===== src/hw/rtl/ssw_pkg.sv =====
`timescale 1ns / 1ps
`default_nettype none

package ssw_pkg;

  localparam int unsigned MAX_SERVOS = 16;
  localparam logic [15:0] GOAL_ADDRESS = 16'd116;
  localparam logic [15:0] TORQUE_ADDRESS = 16'd64;
  localparam logic [15:0] CRC_POLY = 16'h8005;
  localparam logic [11:0] POS_MAX = 12'd4095;

  // configuration register indexes
  localparam logic [1:0] CFG_SERVO_COUNT = 2'd0;
  localparam logic [1:0] CFG_OUTPUT_COUNT = 2'd1;
  localparam logic [1:0] CFG_BASE_ID = 2'd2;

  // byte positions within a request's burst
  localparam logic [4:0] POS_HEAD_LEN = 5'd12;
  localparam logic [4:0] POS_LEN_POS = 5'd5;
  localparam logic [4:0] POS_ID_POS = 5'd12;
  localparam logic [4:0] POS_LO_POS = 5'd13;
  localparam logic [4:0] POS_HI_POS = 5'd14;
  localparam logic [4:0] POS_DATA_END = 5'd16;
  localparam logic [4:0] POS_CRC_LO = 5'd17;
  localparam logic [4:0] POS_CRC_HI = 5'd18;
  localparam logic [4:0] TQ_HEAD_LEN = 5'd11;
  localparam logic [4:0] TQ_ID_POS = 5'd4;
  localparam logic [4:0] TQ_VAL_POS = 5'd10;
  localparam logic [4:0] TQ_CRC_LO = 5'd11;
  localparam logic [4:0] TQ_CRC_HI = 5'd12;

  // sync-write head; the length low byte is patched in
  localparam logic [7:0] POS_HEAD [12] = '{
    8'hFF, 8'hFF, 8'hFD, 8'h00, 8'hFE, 8'h00, 8'h00, 8'h83,
    GOAL_ADDRESS[7:0], GOAL_ADDRESS[15:8], 8'h04, 8'h00
  };

  // single write; id and value bytes are patched in
  localparam logic [7:0] TQ_HEAD [12] = '{
    8'hFF, 8'hFF, 8'hFD, 8'h00, 8'h00, 8'h06, 8'h00, 8'h03,
    TORQUE_ADDRESS[7:0], TORQUE_ADDRESS[15:8], 8'h00, 8'h00
  };

  typedef struct packed {
    logic [4:0] servo_count;
    logic [4:0] output_count;
    logic [7:0] base_id;
  } cfg_t;

  typedef struct packed {
    logic        is_torque;
    logic        head;
    logic        close;
    logic [7:0]  len_lo;
    logic [7:0]  id;
    logic [11:0] pos;
    logic        torque_on;
  } job_t;

  typedef struct packed {
    logic full;
    logic empty;
  } q_status_t;

  function automatic logic [15:0] crc16_byte(input logic [15:0] crc, input logic [7:0] b);
    logic [15:0] c;
    c = crc ^ {b, 8'h00};
    for (int k = 0; k < 8; k++) begin
      c = c[15] ? ({c[14:0], 1'b0} ^ CRC_POLY) : {c[14:0], 1'b0};
    end
    return c;
  endfunction

endpackage

`default_nettype wire


===== src/hw/rtl/ssw_if.sv =====
`timescale 1ns / 1ps
`default_nettype none

interface ssw_item_if;
  logic               valid;
  logic               ready;
  logic               operation;
  logic signed [15:0] position;
  logic [3:0]         servo_offset;
  logic               torque_on;

  modport source(output valid, operation, position, servo_offset, torque_on, input ready);
  modport sink(input valid, operation, position, servo_offset, torque_on, output ready);
endinterface

interface ssw_byte_if;
  logic       valid;
  logic       ready;
  logic [7:0] tx_byte;
  logic       packet_end;

  modport source(output valid, tx_byte, packet_end, input ready);
  modport sink(input valid, tx_byte, packet_end, output ready);
endinterface

`default_nettype wire


===== src/hw/rtl/servo_sync_write_packet_framer.sv =====
`timescale 1ns / 1ps
`default_nettype none

// Channel  Dir  Payload                                     Handshake
// in_i     in   operation, position, servo_offset, torque_on valid/ready
// out_o    out  tx_byte, packet_end                          valid/ready
// cfg      in   cfg_index_i, cfg_data_i                      cfg_we_i
//
// One byte leaves per cycle while out_o.ready stays high; the back-end byte sequencer sets the
// rate. A position request emits 5 bytes, plus 12 for a packet head and 2 for the
// closing CRC; a torque request emits 13. Requests enter at one per cycle while the
// two-entry queue has room.
// Reset: asynchronous, active low; registers to 1/16/1, packet state cleared.
// Output stall backs up into the queue and then holds in_i.ready low.

module servo_sync_write_packet_framer (
  input  wire logic       clk_i,
  input  wire logic       rst_ni,
  ssw_item_if.sink        in_i,
  ssw_byte_if.source      out_o,
  input  wire logic       cfg_we_i,
  input  wire logic [1:0] cfg_index_i,
  input  wire logic [7:0] cfg_data_i
);

  ssw_pkg::cfg_t      cfg_q;
  ssw_pkg::job_t      push_data, pop_data;
  ssw_pkg::q_status_t q_status;
  logic               push, pop;

  // config registers; the user must write them only while idle, the block does not enforce it
  always_ff @(posedge clk_i or negedge rst_ni) begin
    if (!rst_ni) begin
      cfg_q.servo_count <= 5'd1;
      cfg_q.output_count <= 5'd16;
      cfg_q.base_id <= 8'd1;
    end else if (cfg_we_i) begin
      case (cfg_index_i)
        ssw_pkg::CFG_SERVO_COUNT: cfg_q.servo_count <= cfg_data_i[4:0];
        ssw_pkg::CFG_OUTPUT_COUNT: cfg_q.output_count <= cfg_data_i[4:0];
        ssw_pkg::CFG_BASE_ID: cfg_q.base_id <= cfg_data_i;
        default: ;
      endcase
    end
  end

  // front: classify the request, track the slot of the open packet
  ssw_front u_front (
    .clk_i       (clk_i),
    .rst_ni      (rst_ni),
    .in_i        (in_i),
    .cfg_i       (cfg_q),
    .q_full_i    (q_status.full),
    .push_data_o (push_data),
    .push_o      (push)
  );

  // decouples request intake from byte emission
  ssw_queue u_queue (
    .clk_i       (clk_i),
    .rst_ni      (rst_ni),
    .push_i      (push),
    .push_data_i (push_data),
    .pop_i       (pop),
    .pop_data_o  (pop_data),
    .status_o    (q_status)
  );

  // back: byte sequencer with running CRC and output register
  ssw_back u_back (
    .clk_i     (clk_i),
    .rst_ni    (rst_ni),
    .q_data_i  (pop_data),
    .q_empty_i (q_status.empty),
    .pop_o     (pop),
    .out_o     (out_o)
  );

  a_queue_sane: assert property (@(posedge clk_i) disable iff (!rst_ni)
    !(q_status.full && q_status.empty))
    else $error("queue reports full and empty together");

  a_push_lands: assert property (@(posedge clk_i) disable iff (!rst_ni)
    (in_i.valid && in_i.ready) |=> !q_status.empty)
    else $error("accepted request missing from queue");

  a_no_pop_empty: assert property (@(posedge clk_i) disable iff (!rst_ni)
    pop |-> !q_status.empty)
    else $error("pop from empty queue");

endmodule

`default_nettype wire


===== src/hw/rtl/ssw_front.sv =====
`timescale 1ns / 1ps
`default_nettype none

module ssw_front (
  input  wire logic          clk_i,
  input  wire logic          rst_ni,
  ssw_item_if.sink           in_i,
  input  wire ssw_pkg::cfg_t cfg_i,
  input  wire logic          q_full_i,
  output ssw_pkg::job_t      push_data_o,
  output logic               push_o
);

  logic [3:0] slot_q, slot_d;
  logic [4:0] n_c;
  logic       close_c;
  logic [11:0] pos_c;

  assign in_i.ready = !q_full_i;
  assign push_o = in_i.valid && !q_full_i;

  always_comb begin
    // N = min(servo_count, output_count, MAX_SERVOS), at least 1
    n_c = cfg_i.servo_count;
    if (n_c > cfg_i.output_count) n_c = cfg_i.output_count;
    if (n_c > 5'(ssw_pkg::MAX_SERVOS)) n_c = 5'(ssw_pkg::MAX_SERVOS);
    if (n_c == 5'd0) n_c = 5'd1;

    close_c = ({1'b0, slot_q} + 5'd1) >= n_c;

    if (in_i.position[15]) pos_c = 12'd0;
    else if (in_i.position[14:12] != 3'd0) pos_c = ssw_pkg::POS_MAX;
    else pos_c = in_i.position[11:0];

    push_data_o.is_torque = in_i.operation;
    push_data_o.head = (slot_q == 4'd0);
    push_data_o.close = close_c;
    push_data_o.len_lo = 8'd7 + ({3'b000, n_c} * 8'd5);
    push_data_o.id = in_i.operation ? (cfg_i.base_id + {4'h0, in_i.servo_offset})
                                    : (cfg_i.base_id + {4'h0, slot_q});
    push_data_o.pos = pos_c;
    push_data_o.torque_on = in_i.torque_on;

    slot_d = slot_q;
    if (push_o && !in_i.operation) begin
      slot_d = close_c ? 4'd0 : slot_q + 4'd1;
    end
  end

  always_ff @(posedge clk_i or negedge rst_ni) begin
    if (!rst_ni) begin
      slot_q <= 4'd0;
    end else begin
      slot_q <= slot_d;
    end
  end

endmodule

`default_nettype wire


===== src/hw/rtl/ssw_queue.sv =====
`timescale 1ns / 1ps
`default_nettype none

module ssw_queue (
  input  wire logic           clk_i,
  input  wire logic           rst_ni,
  input  wire logic           push_i,
  input  wire ssw_pkg::job_t  push_data_i,
  input  wire logic           pop_i,
  output ssw_pkg::job_t       pop_data_o,
  output ssw_pkg::q_status_t  status_o
);

  ssw_pkg::job_t mem_q [2];
  logic       wr_ptr_q, rd_ptr_q;
  logic [1:0] count_q;

  assign status_o.full = (count_q == 2'd2);
  assign status_o.empty = (count_q == 2'd0);
  assign pop_data_o = mem_q[rd_ptr_q];

  always_ff @(posedge clk_i) begin
    if (push_i) begin
      mem_q[wr_ptr_q] <= push_data_i;
    end
  end

  always_ff @(posedge clk_i or negedge rst_ni) begin
    if (!rst_ni) begin
      wr_ptr_q <= 1'b0;
      rd_ptr_q <= 1'b0;
      count_q <= 2'd0;
    end else begin
      if (push_i) wr_ptr_q <= !wr_ptr_q;
      if (pop_i) rd_ptr_q <= !rd_ptr_q;
      count_q <= count_q + {1'b0, push_i} - {1'b0, pop_i};
    end
  end

endmodule

`default_nettype wire


===== src/hw/rtl/ssw_back.sv =====
`timescale 1ns / 1ps
`default_nettype none

module ssw_back (
  input  wire logic          clk_i,
  input  wire logic          rst_ni,
  input  wire ssw_pkg::job_t q_data_i,
  input  wire logic          q_empty_i,
  output logic               pop_o,
  ssw_byte_if.source         out_o
);

  ssw_pkg::job_t job_q;
  logic        busy_q, busy_d;
  logic [4:0]  idx_q;
  logic [15:0] crc_q, crc_d, pos_crc_q, pos_crc_next;
  logic        out_valid_q;
  logic [7:0]  out_byte_q, byte_c;
  logic        out_end_q;
  logic        adv, last, is_crc, is_hi;
  logic [4:0]  start_idx;

  assign out_o.valid = out_valid_q;
  assign out_o.tx_byte = out_byte_q;
  assign out_o.packet_end = out_end_q;

  always_comb begin
    byte_c = 8'h00;
    is_crc = 1'b0;
    is_hi = 1'b0;
    if (job_q.is_torque) begin
      if (idx_q < ssw_pkg::TQ_HEAD_LEN) byte_c = ssw_pkg::TQ_HEAD[idx_q[3:0]];
      if (idx_q == ssw_pkg::TQ_ID_POS) byte_c = job_q.id;
      if (idx_q == ssw_pkg::TQ_VAL_POS) byte_c = {7'd0, job_q.torque_on};
      if (idx_q == ssw_pkg::TQ_CRC_LO) begin
        byte_c = crc_q[7:0];
        is_crc = 1'b1;
      end
      if (idx_q == ssw_pkg::TQ_CRC_HI) begin
        byte_c = crc_q[15:8];
        is_crc = 1'b1;
        is_hi = 1'b1;
      end
      last = (idx_q == ssw_pkg::TQ_CRC_HI);
    end else begin
      if (idx_q < ssw_pkg::POS_HEAD_LEN) byte_c = ssw_pkg::POS_HEAD[idx_q[3:0]];
      if (idx_q == ssw_pkg::POS_LEN_POS) byte_c = job_q.len_lo;
      if (idx_q == ssw_pkg::POS_ID_POS) byte_c = job_q.id;
      if (idx_q == ssw_pkg::POS_LO_POS) byte_c = job_q.pos[7:0];
      if (idx_q == ssw_pkg::POS_HI_POS) byte_c = {4'h0, job_q.pos[11:8]};
      if (idx_q == ssw_pkg::POS_CRC_LO) begin
        byte_c = crc_q[7:0];
        is_crc = 1'b1;
      end
      if (idx_q == ssw_pkg::POS_CRC_HI) begin
        byte_c = crc_q[15:8];
        is_crc = 1'b1;
        is_hi = 1'b1;
      end
      last = job_q.close ? (idx_q == ssw_pkg::POS_CRC_HI) : (idx_q == ssw_pkg::POS_DATA_END);
    end

    crc_d = is_crc ? crc_q : ssw_pkg::crc16_byte(crc_q, byte_c);
    adv = busy_q && (!out_valid_q || out_o.ready);
    // forward the open packet's CRC into a job that follows straight on
    pos_crc_next = (adv && last && !job_q.is_torque) ? crc_d : pos_crc_q;
    pop_o = !q_empty_i && (!busy_q || (adv && last));
    start_idx = (q_data_i.is_torque || q_data_i.head) ? 5'd0 : ssw_pkg::POS_ID_POS;

    busy_d = busy_q;
    if (pop_o) busy_d = 1'b1;
    else if (adv && last) busy_d = 1'b0;
  end

  always_ff @(posedge clk_i or negedge rst_ni) begin
    if (!rst_ni) begin
      busy_q <= 1'b0;
      out_valid_q <= 1'b0;
      pos_crc_q <= 16'h0000;
    end else begin
      busy_q <= busy_d;
      pos_crc_q <= pos_crc_next;
      if (adv) out_valid_q <= 1'b1;
      else if (out_o.ready) out_valid_q <= 1'b0;
    end
  end

  always_ff @(posedge clk_i) begin
    if (adv) begin
      out_byte_q <= byte_c;
      out_end_q <= is_hi;
    end
    if (pop_o) begin
      job_q <= q_data_i;
      idx_q <= start_idx;
      crc_q <= (q_data_i.is_torque || q_data_i.head) ? 16'h0000 : pos_crc_next;
    end else if (adv) begin
      idx_q <= idx_q + 5'd1;
      crc_q <= crc_d;
    end
  end

endmodule

`default_nettype wire


===== src/flat_wrapper.sv =====
// flat-port wrapper written by rule: the top's interface ports become plain ports
module servo_sync_write_packet_framer_flat 
  (clk_i, rst_ni, cfg_we_i, cfg_index_i, cfg_data_i, in_i_valid, in_i_operation, in_i_position, in_i_servo_offset, in_i_torque_on, in_i_ready, out_o_valid, out_o_tx_byte, out_o_packet_end, out_o_ready);
  ssw_item_if in_i_i ();
  ssw_byte_if out_o_i ();
  input  wire logic clk_i;
  input  wire logic rst_ni;
  input  wire logic cfg_we_i;
  input  wire logic [1:0] cfg_index_i;
  input  wire logic [7:0] cfg_data_i;
  input wire logic [$bits(in_i_i.valid)-1:0] in_i_valid;
  input wire logic [$bits(in_i_i.operation)-1:0] in_i_operation;
  input wire logic [$bits(in_i_i.position)-1:0] in_i_position;
  input wire logic [$bits(in_i_i.servo_offset)-1:0] in_i_servo_offset;
  input wire logic [$bits(in_i_i.torque_on)-1:0] in_i_torque_on;
  output wire logic [$bits(in_i_i.ready)-1:0] in_i_ready;
  output wire logic [$bits(out_o_i.valid)-1:0] out_o_valid;
  output wire logic [$bits(out_o_i.tx_byte)-1:0] out_o_tx_byte;
  output wire logic [$bits(out_o_i.packet_end)-1:0] out_o_packet_end;
  input wire logic [$bits(out_o_i.ready)-1:0] out_o_ready;
  assign in_i_i.valid = in_i_valid;
  assign in_i_i.operation = in_i_operation;
  assign in_i_i.position = in_i_position;
  assign in_i_i.servo_offset = in_i_servo_offset;
  assign in_i_i.torque_on = in_i_torque_on;
  assign in_i_ready = in_i_i.ready;
  assign out_o_valid = out_o_i.valid;
  assign out_o_tx_byte = out_o_i.tx_byte;
  assign out_o_packet_end = out_o_i.packet_end;
  assign out_o_i.ready = out_o_ready;
  servo_sync_write_packet_framer u_core (.clk_i(clk_i), .rst_ni(rst_ni), .in_i(in_i_i), .out_o(out_o_i), .cfg_we_i(cfg_we_i), .cfg_index_i(cfg_index_i), .cfg_data_i(cfg_data_i));
endmodule

===== config.mk =====
export PLATFORM = sky130hd
export DESIGN_NAME = servo_sync_write_packet_framer_flat
export DESIGN_NICKNAME = d
export VERILOG_FILES = /design/src/hw/rtl/ssw_pkg.sv /design/src/hw/rtl/ssw_if.sv /design/src/hw/rtl/servo_sync_write_packet_framer.sv /design/src/hw/rtl/ssw_front.sv /design/src/hw/rtl/ssw_queue.sv /design/src/hw/rtl/ssw_back.sv /design/src/flat_wrapper.sv
export SDC_FILE = /design/constraint.sdc
export NUM_CORES = 1
export LEC_CHECK = 0
export BUFFER_PORTS_ARGS = -buffer_cell sky130_fd_sc_hd__buf_2
export CORE_ASPECT_RATIO = 0.5
export CORE_MARGIN = 10
export CORE_UTILIZATION = 28
export CTS_CLUSTER_DIAMETER = 30
export DETAILED_ROUTE_END_ITERATION = 10
export GPL_TIMING_DRIVEN = 0
export PLACE_DENSITY = 0.42
export SLEW_MARGIN = 5
export SYNTH_ARGS = -nofsm -noshare
export SYNTH_HDL_FRONTEND = slang
export SYNTH_HIERARCHICAL = 1
export SYNTH_SLANG_ARGS = --single-unit

===== constraint.sdc =====
create_clock -name clk_i -period 3.85 [get_ports clk_i]
set_input_delay 0.77 -clock clk_i [delete_from_list [all_inputs] [get_ports clk_i]]
set_output_delay 0.77 -clock clk_i [all_outputs]
set_load 0.01 [all_outputs]

== Word level (Yosys, flattened, before mapping) ==
Memory sizes are Yosys's and may differ from the RTL's.
Index checks and enable logic that the tools add are counted.

* Flip-flop bits (word level): 105
* RAM bits: 64
* Bits in read-only memories: 256
* Output and inout bits: 11
* Memories: 3

{| class="wikitable"
|+ Memory list
! name !! words !! width !! rd ports !! clocked after memory_dff !! write ports !! RTL line !! source
|-
| (no name shown) || 16 || 8 || 1 || 0 || 0 || ssw_back.sv:46 || <nowiki>if (idx_q < ssw_pkg::POS_HEAD_LEN) byte_c = ssw_pkg::POS_HEAD[idx_q[3:0]];</nowiki>
|-
| (no name shown) || 16 || 8 || 1 || 0 || 0 || ssw_back.sv:32 || <nowiki>if (idx_q < ssw_pkg::TQ_HEAD_LEN) byte_c = ssw_pkg::TQ_HEAD[idx_q[3:0]];</nowiki>
|-
| u_core.u_queue.mem_q || 2 || 32 || 1 || 0 || 1 || ssw_queue.sv:14 || <nowiki>ssw_pkg::job_t mem_q [2];</nowiki>
|}

* Add/subtract/negate cells: 8
* $mul: 1
* Order comparisons: 6
* Eq/ne operators: 13
* Multiplexer cells: 56
* Bitwise logic cells: 10
* Reduce and logical (&&, ||, !) cells: 28

{| class="wikitable"
|+ Operators with widths
! cell !! number
|-
| $mux W16 || 13
|-
| $mux W8 || 18
|-
| $eq A5 B4 Y1 const B || 5
|-
| $mux W5 || 5
|-
| $mux W12 || 2
|-
| $not A3 Y3 || 8
|-
| $add A8 B4 Y8 || 2
|-
| $mux W1 || 16
|-
| $xor A16 B16 Y16 || 1
|-
| $eq A5 B5 Y1 const B || 3
|-
| $eq A5 B3 Y1 const B || 2
|-
| $lt A5 B4 Y1 const B || 2
|-
| $add A3 B8 Y8 const A || 1
|-
| $logic_not A1 Y1 || 8
|-
| $mul A5 B3 Y8 const B || 1
|-
| $mux W4 || 2
|-
| $logic_and A1 B1 Y1 || 6
|-
| $reduce_and A2 Y1 || 3
|-
| $reduce_bool A2 Y1 || 3
|-
| $add A4 B1 Y5 const B || 1
|-
| $add A5 B1 Y5 const B || 1
|-
| $ge A5 B5 Y1 || 1
|-
| $ge A5 B5 Y1 const B || 1
|-
| $gt A5 B5 Y1 || 1
|-
| 12 further kinds || 16
|}

== Depth between registers and ports, before layout ==
* Depth after elaboration: 33
* Gate-level depth with buffers: 15
* Mapped depth without buffers: 13

== Hierarchy ==
The synthesis kept the hierarchy.

{| class="wikitable"
|+ Modules (own cells, without submodules)
! module !! times used !! cells an instance !! area each (µm²) !! sequential area each (µm²)
|-
| ssw_back || 1 || 418 || 4580.6 || 2282.2
|-
| ssw_queue || 1 || 115 || 2658.8 || 2021.9
|-
| ssw_front || 1 || 174 || 1377.6 || 100.1
|-
| servo_sync_write_packet_framer || 1 || 39 || 694.4 || 454.2
|}

== Worst setup path after synthesis ==
OpenSTA, ideal clock, no wires.

* Path type: flip-flop to flip-flop
* From: register u_core.u_back.idx_q[0]
* To: register u_core.u_queue.count_q[1]
* Arrival: 4063 ps
* Slack: -349 ps
* Stages on the path, launching flop included: 14
* Clock period less this slack: 4199 ps
* Cell sequence: edfxtp_1 > inv_1 > ha_1 > mux2i_1 > or4b_1 > nor2b_1 > o31ai_1 > nand2b_1 > inv_1 > clkbuf_1 > ha_1 > inv_1 > ha_1 > xor3_1

* Cells in the longest elaborated chain, start to end: 7

{| class="wikitable"
|+ Ends and longest elaborated chain
! item !! RTL line !! source
|-
| start, declared || ssw_back.sv:15 || <nowiki>logic [4:0] idx_q;</nowiki>
|-
| start signal, assigned || ssw_back.sv:95 || <nowiki>idx_q <= start_idx;</nowiki>
|-
| start signal, assigned || ssw_back.sv:98 || <nowiki>idx_q <= idx_q + 5'd1;</nowiki>
|-
| $eq A5 B5 Y1 || ssw_back.sv:60 || <nowiki>last = job_q.close ? (idx_q == ssw_pkg::POS_CRC_HI) : (idx_q == ssw_pkg::POS_DATA_END);</nowiki>
|-
| $mux W1 || ssw_back.sv:60 ||
|-
| $mux W1 (*) || ssw_back.sv:31 || <nowiki>if (job_q.is_torque) begin</nowiki>
|-
| $logic_and A1 B1 Y1 (*) || ssw_back.sv:67 || <nowiki>pop_o = !q_empty_i && (!busy_q || (adv && last));</nowiki>
|-
| $logic_or A1 B1 Y1 (*) || ssw_back.sv:67 ||
|-
| $logic_and A1 B1 Y1 (*) || ssw_back.sv:67 ||
|-
| net u_core.pop || servo_sync_write_packet_framer.sv:29 || <nowiki>logic push, pop;</nowiki>
|-
| $sub A2 B1 Y2 (*) || ssw_queue.sv:36 || <nowiki>count_q <= count_q + {1'b0, push_i} - {1'b0, pop_i};</nowiki>
|-
| end signal, assigned || ssw_queue.sv:36 ||
|-
| end, declared || ssw_queue.sv:16 || <nowiki>logic [1:0] count_q;</nowiki>
|}

Mark *: on every way through the listed nets, which the timed path passes. The rest lies on a longest branch.
A chain may end at the register's enable or synchronous reset.

== Worst setup path in the final report ==
* From: register u_core.u_back.idx_q[0]
* To: register u_core.u_back.crc_q[15] (data pin)

* Cells in the longest elaborated chain, start to end: 26

{| class="wikitable"
|+ Ends and longest elaborated chain
! item !! RTL line !! source
|-
| $not A4 Y5 (not written as such) || ssw_back.sv:32, ssw_back.sv:46 ||
|-
| $mem_v2 Z16 W8 || - ||
|-
| $mux W8 (not written as such) (2 in a row) || ssw_back.sv:46 ||
|-
| $mux W8 || ssw_back.sv:46 ||
|-
| $mux W8 || ssw_back.sv:47 || <nowiki>if (idx_q == ssw_pkg::POS_LEN_POS) byte_c = job_q.len_lo;</nowiki>
|-
| $mux W8 || ssw_back.sv:48 || <nowiki>if (idx_q == ssw_pkg::POS_ID_POS) byte_c = job_q.id;</nowiki>
|-
| $mux W8 || ssw_back.sv:49 || <nowiki>if (idx_q == ssw_pkg::POS_LO_POS) byte_c = job_q.pos[7:0];</nowiki>
|-
| $mux W8 || ssw_back.sv:50 || <nowiki>if (idx_q == ssw_pkg::POS_HI_POS) byte_c = {4'h0, job_q.pos[11:8]};</nowiki>
|-
| [... 3 more ...] || - ||
|-
| $xor A16 B16 Y16 || ssw_pkg.sv:67 || <nowiki>c = crc ^ {b, 8'h00};</nowiki>
|-
| $mux W16 or $not A3 Y3 (tied branches) (6 in a row) || - ||
|-
| $not A3 Y3 (no line) or $mux W16 (tied branches) || - ||
|-
| $mux W16 (2 in a row) || ssw_pkg.sv:69 || <nowiki>c = c[15] ? ({c[14:0], 1'b0} ^ CRC_POLY) : {c[14:0], 1'b0};</nowiki>
|-
| $mux W16 || ssw_back.sv:63 || <nowiki>crc_d = is_crc ? crc_q : ssw_pkg::crc16_byte(crc_q, byte_c);</nowiki>
|-
| $mux W16 || ssw_back.sv:66 || <nowiki>pos_crc_next = (adv && last && !job_q.is_torque) ? crc_d : pos_crc_q;</nowiki>
|-
| $mux W16 || ssw_back.sv:96 || <nowiki>crc_q <= (q_data_i.is_torque || q_data_i.head) ? 16'h0000 : pos_crc_next;</nowiki>
|-
| $mux W16 (*) || ssw_back.sv:93 || <nowiki>if (pop_o) begin</nowiki>
|-
| end signal, assigned || ssw_back.sv:96 ||
|-
| end signal, assigned || ssw_back.sv:99 || <nowiki>crc_q <= crc_d;</nowiki>
|-
| end, declared || ssw_back.sv:16 || <nowiki>logic [15:0] crc_q, crc_d, pos_crc_q, pos_crc_next;</nowiki>
|}

Every way passes the cells marked *; elsewhere a longest branch is shown, timed or not. The select of a mux whose other input is x is not followed.

==> flow_summary.yaml <==
status:
  status: "completed"
routing:
  antenna_left: 0
  drtIter0Drc: 405
  num_vias: 6013
  remaining_drc_errors: 0
  viasPerCell: 4.69
  drtPass1Iterations: 5
  drt_wl_total_um: 23500
  wire_per_inst_um: 18.3
power:
  p_per_area_nw_per_um2: 951
  power_frac_clock_pct: 16.0
  power_frac_comb_pct: 52.5
  sequentialPowerShare_pct: 31.5
  cellLeakagePower_nw: 4.32
  switchingPower_w: 0.00404
  vdd_drop_max_mv: 0.392
  p_int_w: 0.00652
  swShare_pct: 38.2
timing:
  fin_tns_setup_ns: 0
  finalHoldViolCount: 0
  tightest_slew_ns: 0.973
  timing.fmax_mhz: 265
  setup-violations-final: 0
  layout_setup_ws_ns: 0.0830
  period_needed_ns: 3.77
  relSlewSlack_pct: 35.1
  finalCritPeriodShare_pct: 97.8
  maxSlewViolCount: 0
  clock_skew_ns: 0.0129
place:
  place_area_sq_um: 10100
  post-place-ws_ns: -0.673
  dp_hpwl_um: 17100
  portBuffers: 45
  gp_congestion: 0.862
worst_setup_path:
  worstSetupEndpointType: "register"
  r2r_end: "u_core/u_back/crc_q[15]"
  crit_arrival_ns: 3.96
  cp.required_ns: 4.04
  cp_max_fo: 10
  regToRegSetupSlack_ns: 0.08
  critPathLaunchType: "register"
  crit_type: "register to register"
  r2r-start: "u_core/u_back/idx_q[0]"
  r2r_cells: 13
hold_path:
  min_path_type: "primary input to asynchronous set/reset pin"
global_routing:
  grt_max_degree: 45
  grt_usage_pct: 11.2
  grt_first_pass_wirelength_um: 35800
  overflow: 0
  grt_pass1_vias: 5929
  antenna_found_initial: 0
cells_and_area:
  syn_to_final_growth_pct: 19.2
  antenna_cells: 0
  nNetsFinal: 902
  fin_area_sq_um: 11100
  drive_gt1_share_pct: 29.0
  post-route-util_pct: 33.7
clock_tree:
  cts_tree: "built"
  htreeDepth: 4
  clk_latency_ns: 0.44
  cts_root_buf: "clkbuf_16"
  hold_buffers: 0
  cts_buffer_depth: 2
  cts.sinks: 169
  clkSlewWorstSetupHoldPaths_ns: 0.07
  cts_buffers: 17
die:
  io_pins: 48
  die_w_um: 278
  start_util_pct: 28.3
  core_sq_um: 32900
  rows: 47
  die_h_um: 149
  dieArea_sq_um: 41400
yosys:
  syn_area_per_cell_sq_um: 12.5
  synth.top_cell.area_share_pct: 40.3
  netlist_area_sq_um: 9310
  ys_seq_area_share_pct: 52.2
  yosys_register_bits: 169
  yosys.area.top_type: "edfxtp_1"
  synth_ff_type: "edfxtp_1"
  synth_area_leaders: "edfxtp_1 40%, dfrtp_1 11%, mux2_4 5.2%, ha_1 4.7%, mux2_2 3.5%"
  synth_warnings: 6
  synth_cell_types: 88
  synth_cells: 746
  async_flop_share_pct: 26.0
  syn-num-nets: 820
  synth_edf_count: 125
job:
  drv_cap: 0
## sequential cells by signal (all words and copies together), names as in the netlist
| name | count |
|---|---|
| u_core/cfg_q | 18 |
| u_core/u_back/idx_q | 5 |
| u_core/u_queue/wr_ptr_q | 1 |
| u_core/u_back/out_o.valid | 1 |
| u_core/u_back/busy_q | 1 |
| u_core/u_back/job_q | 31 |
| u_core/u_back/out_o.tx_byte | 8 |
| u_core/u_back/crc_q | 16 |
| u_core/u_queue/rd_ptr_q | 1 |
| u_core/u_back/out_o.packet_end | 1 |
| u_core/u_queue/count_q | 2 |
| u_core/u_back/pos_crc_q | 16 |
| u_core/u_front/slot_q | 4 |
| u_core/u_queue/mem_q | 64 |
## per-layer routing
metal | GRT usage [%] | routed length (um)
met4 | 3.60 | 404
met3 | 2.55 | 733
met1 | 14.3 | 11000
met5 | 0 | 0
met2 | 18.7 | 11400
## through the flow
step / power, W / hold WS, ns / instances
2_1_floorplan: 0.00703 / 0.448 / 746
3_3_place_gp: 0.00828 / 0.468 / 1232
3_5_place_dp: 0.00834 / 0.480 / 1234
4_1_cts: 0.0102 / 0.481 / 1268
5_1_grt: 0.0113 / 0.396 / 1282
6_report: 0.0106 / 0.369 / 1282
## cells in the final DEF, fill, tap and decap left out, types with 4 or more instances in the layout
cell,synthesis,routed
mux2i_1,17,16
buf_12,3,5
nor2b_1,17,15
o211ai_1,4,4
o21ai_0,43,38
nor3b_1,7,6
a21o_1,5,5
nand3_1,6,6
clkbuf_16,0,18
mux2_2,29,29
nor2_1,56,55
a2bb2oi_1,6,5
edfxtp_1,125,125
dfrtp_1,41,41
nand2_1,55,54
xnor2_1,11,10
o21a_1,4,4
clkbuf_1,16,15
o2bb2ai_1,6,5
inv_1,30,29
and3_1,5,5
or3_1,6,6
a22o_1,8,8
buf_4,7,22
ha_1,35,31
mux2i_4,1,4
a21oi_1,31,31
buf_6,6,11
buf_2,6,46
o21ai_1,9,13
inv_6,0,6
and2_1,6,5
xor2_1,13,11
nand2b_1,6,6
mux2_4,32,32
## what timing repair did
action	CTS	global route
setup endpoints to repair	40	40
cloned	0	0
setup buffers	2	14
hold endpoints to repair	0	0
resized for setup	23	36
pin swaps	3	10
## power groups by stage
| stage | Combinational [W] | Clock, W | Sequential (W) |
|---|---|---|---|
| final | 0.00554 | 0.00169 | 0.00333 |
| after floorplan | 0.00380 | 0 | 0.00323 |
| after global routing | 0.00606 | 0.00184 | 0.00339 |
| after detailed placement | 0.00498 | 0 | 0.00336 |
| after CTS | 0.00514 | 0.00175 | 0.00333 |
| after global placement | 0.00491 | 0 | 0.00336 |
## cell type report
type	instances	area [sq um]
plain buffers	38	320
clock buffers	19	443
clock inverters	13	133
fillers	3286	21800
inverters	31	116
multi-input cells	508	4280
flip-flops and latches	169	4860
well taps	441	552
repair buffers	63	392
## synthesized netlist by cell type, types with 7 or more instances
cell type and n:
a21oi_1 31, a22o_1 8, buf_4 7, clkbuf_1 16, dfrtp_1 41, edfxtp_1 125
ha_1 35, inv_1 30, mux2_2 29, mux2_4 32, mux2i_1 17, nand2_1 55
nor2_1 56, nor2b_1 17, nor3b_1 7, o21ai_0 43, o21ai_1 9, xnor2_1 11
xor2_1 13
## how the worst max path moves through the flow
stage	startpoint	endpoint	slack, ns
3_5_place_dp	u_core/u_back/idx_q[0]	u_core/u_queue/count_q[1]	-0.67
4_1_cts	u_core/u_back/idx_q[2]	u_core/u_back/crc_q[15]	0.01
6_report	u_core/u_back/idx_q[0]	u_core/u_back/crc_q[15]	0.08
2_1_floorplan	u_core/u_back/idx_q[0]	u_core/u_queue/count_q[1]	0.26
5_1_grt	u_core/u_back/idx_q[0]	u_core/u_back/crc_q[15]	-0.02
3_3_place_gp	u_core/u_back/idx_q[0]	u_core/u_queue/count_q[1]	-0.59
## worst max-delay path, cell delays in order, from the launching register on
cell,delay [ns]
edfxtp_1,0.52
inv_2,0.17
ha_4,0.21
clkbuf_4,0.23
nand4b_1,0.23
o22ai_1,0.26
a211oi_2,0.08
o22ai_4,0.27
mux2i_4,0.34
xnor2_2,0.15
xnor3_2,0.49
xnor3_1,0.26
o21ai_1,0.07
a22o_1,0.24
## kinds of logic after synthesis
kind of cell / Yosys count / share of synthesized area (%)
AOI/OAI and AO/OA: 168 / 13.1
xor gates and xnor gates: 28 / 3.25
adders and majority gates: 37 / 5.13
buffers and inverters: 69 / 4.15
DFF: 169 / 52.2
muxes: 81 / 11.0
and+or+nand+nor: 194 / 11.1
Note: power is estimated with default switching activity, not from simulation.
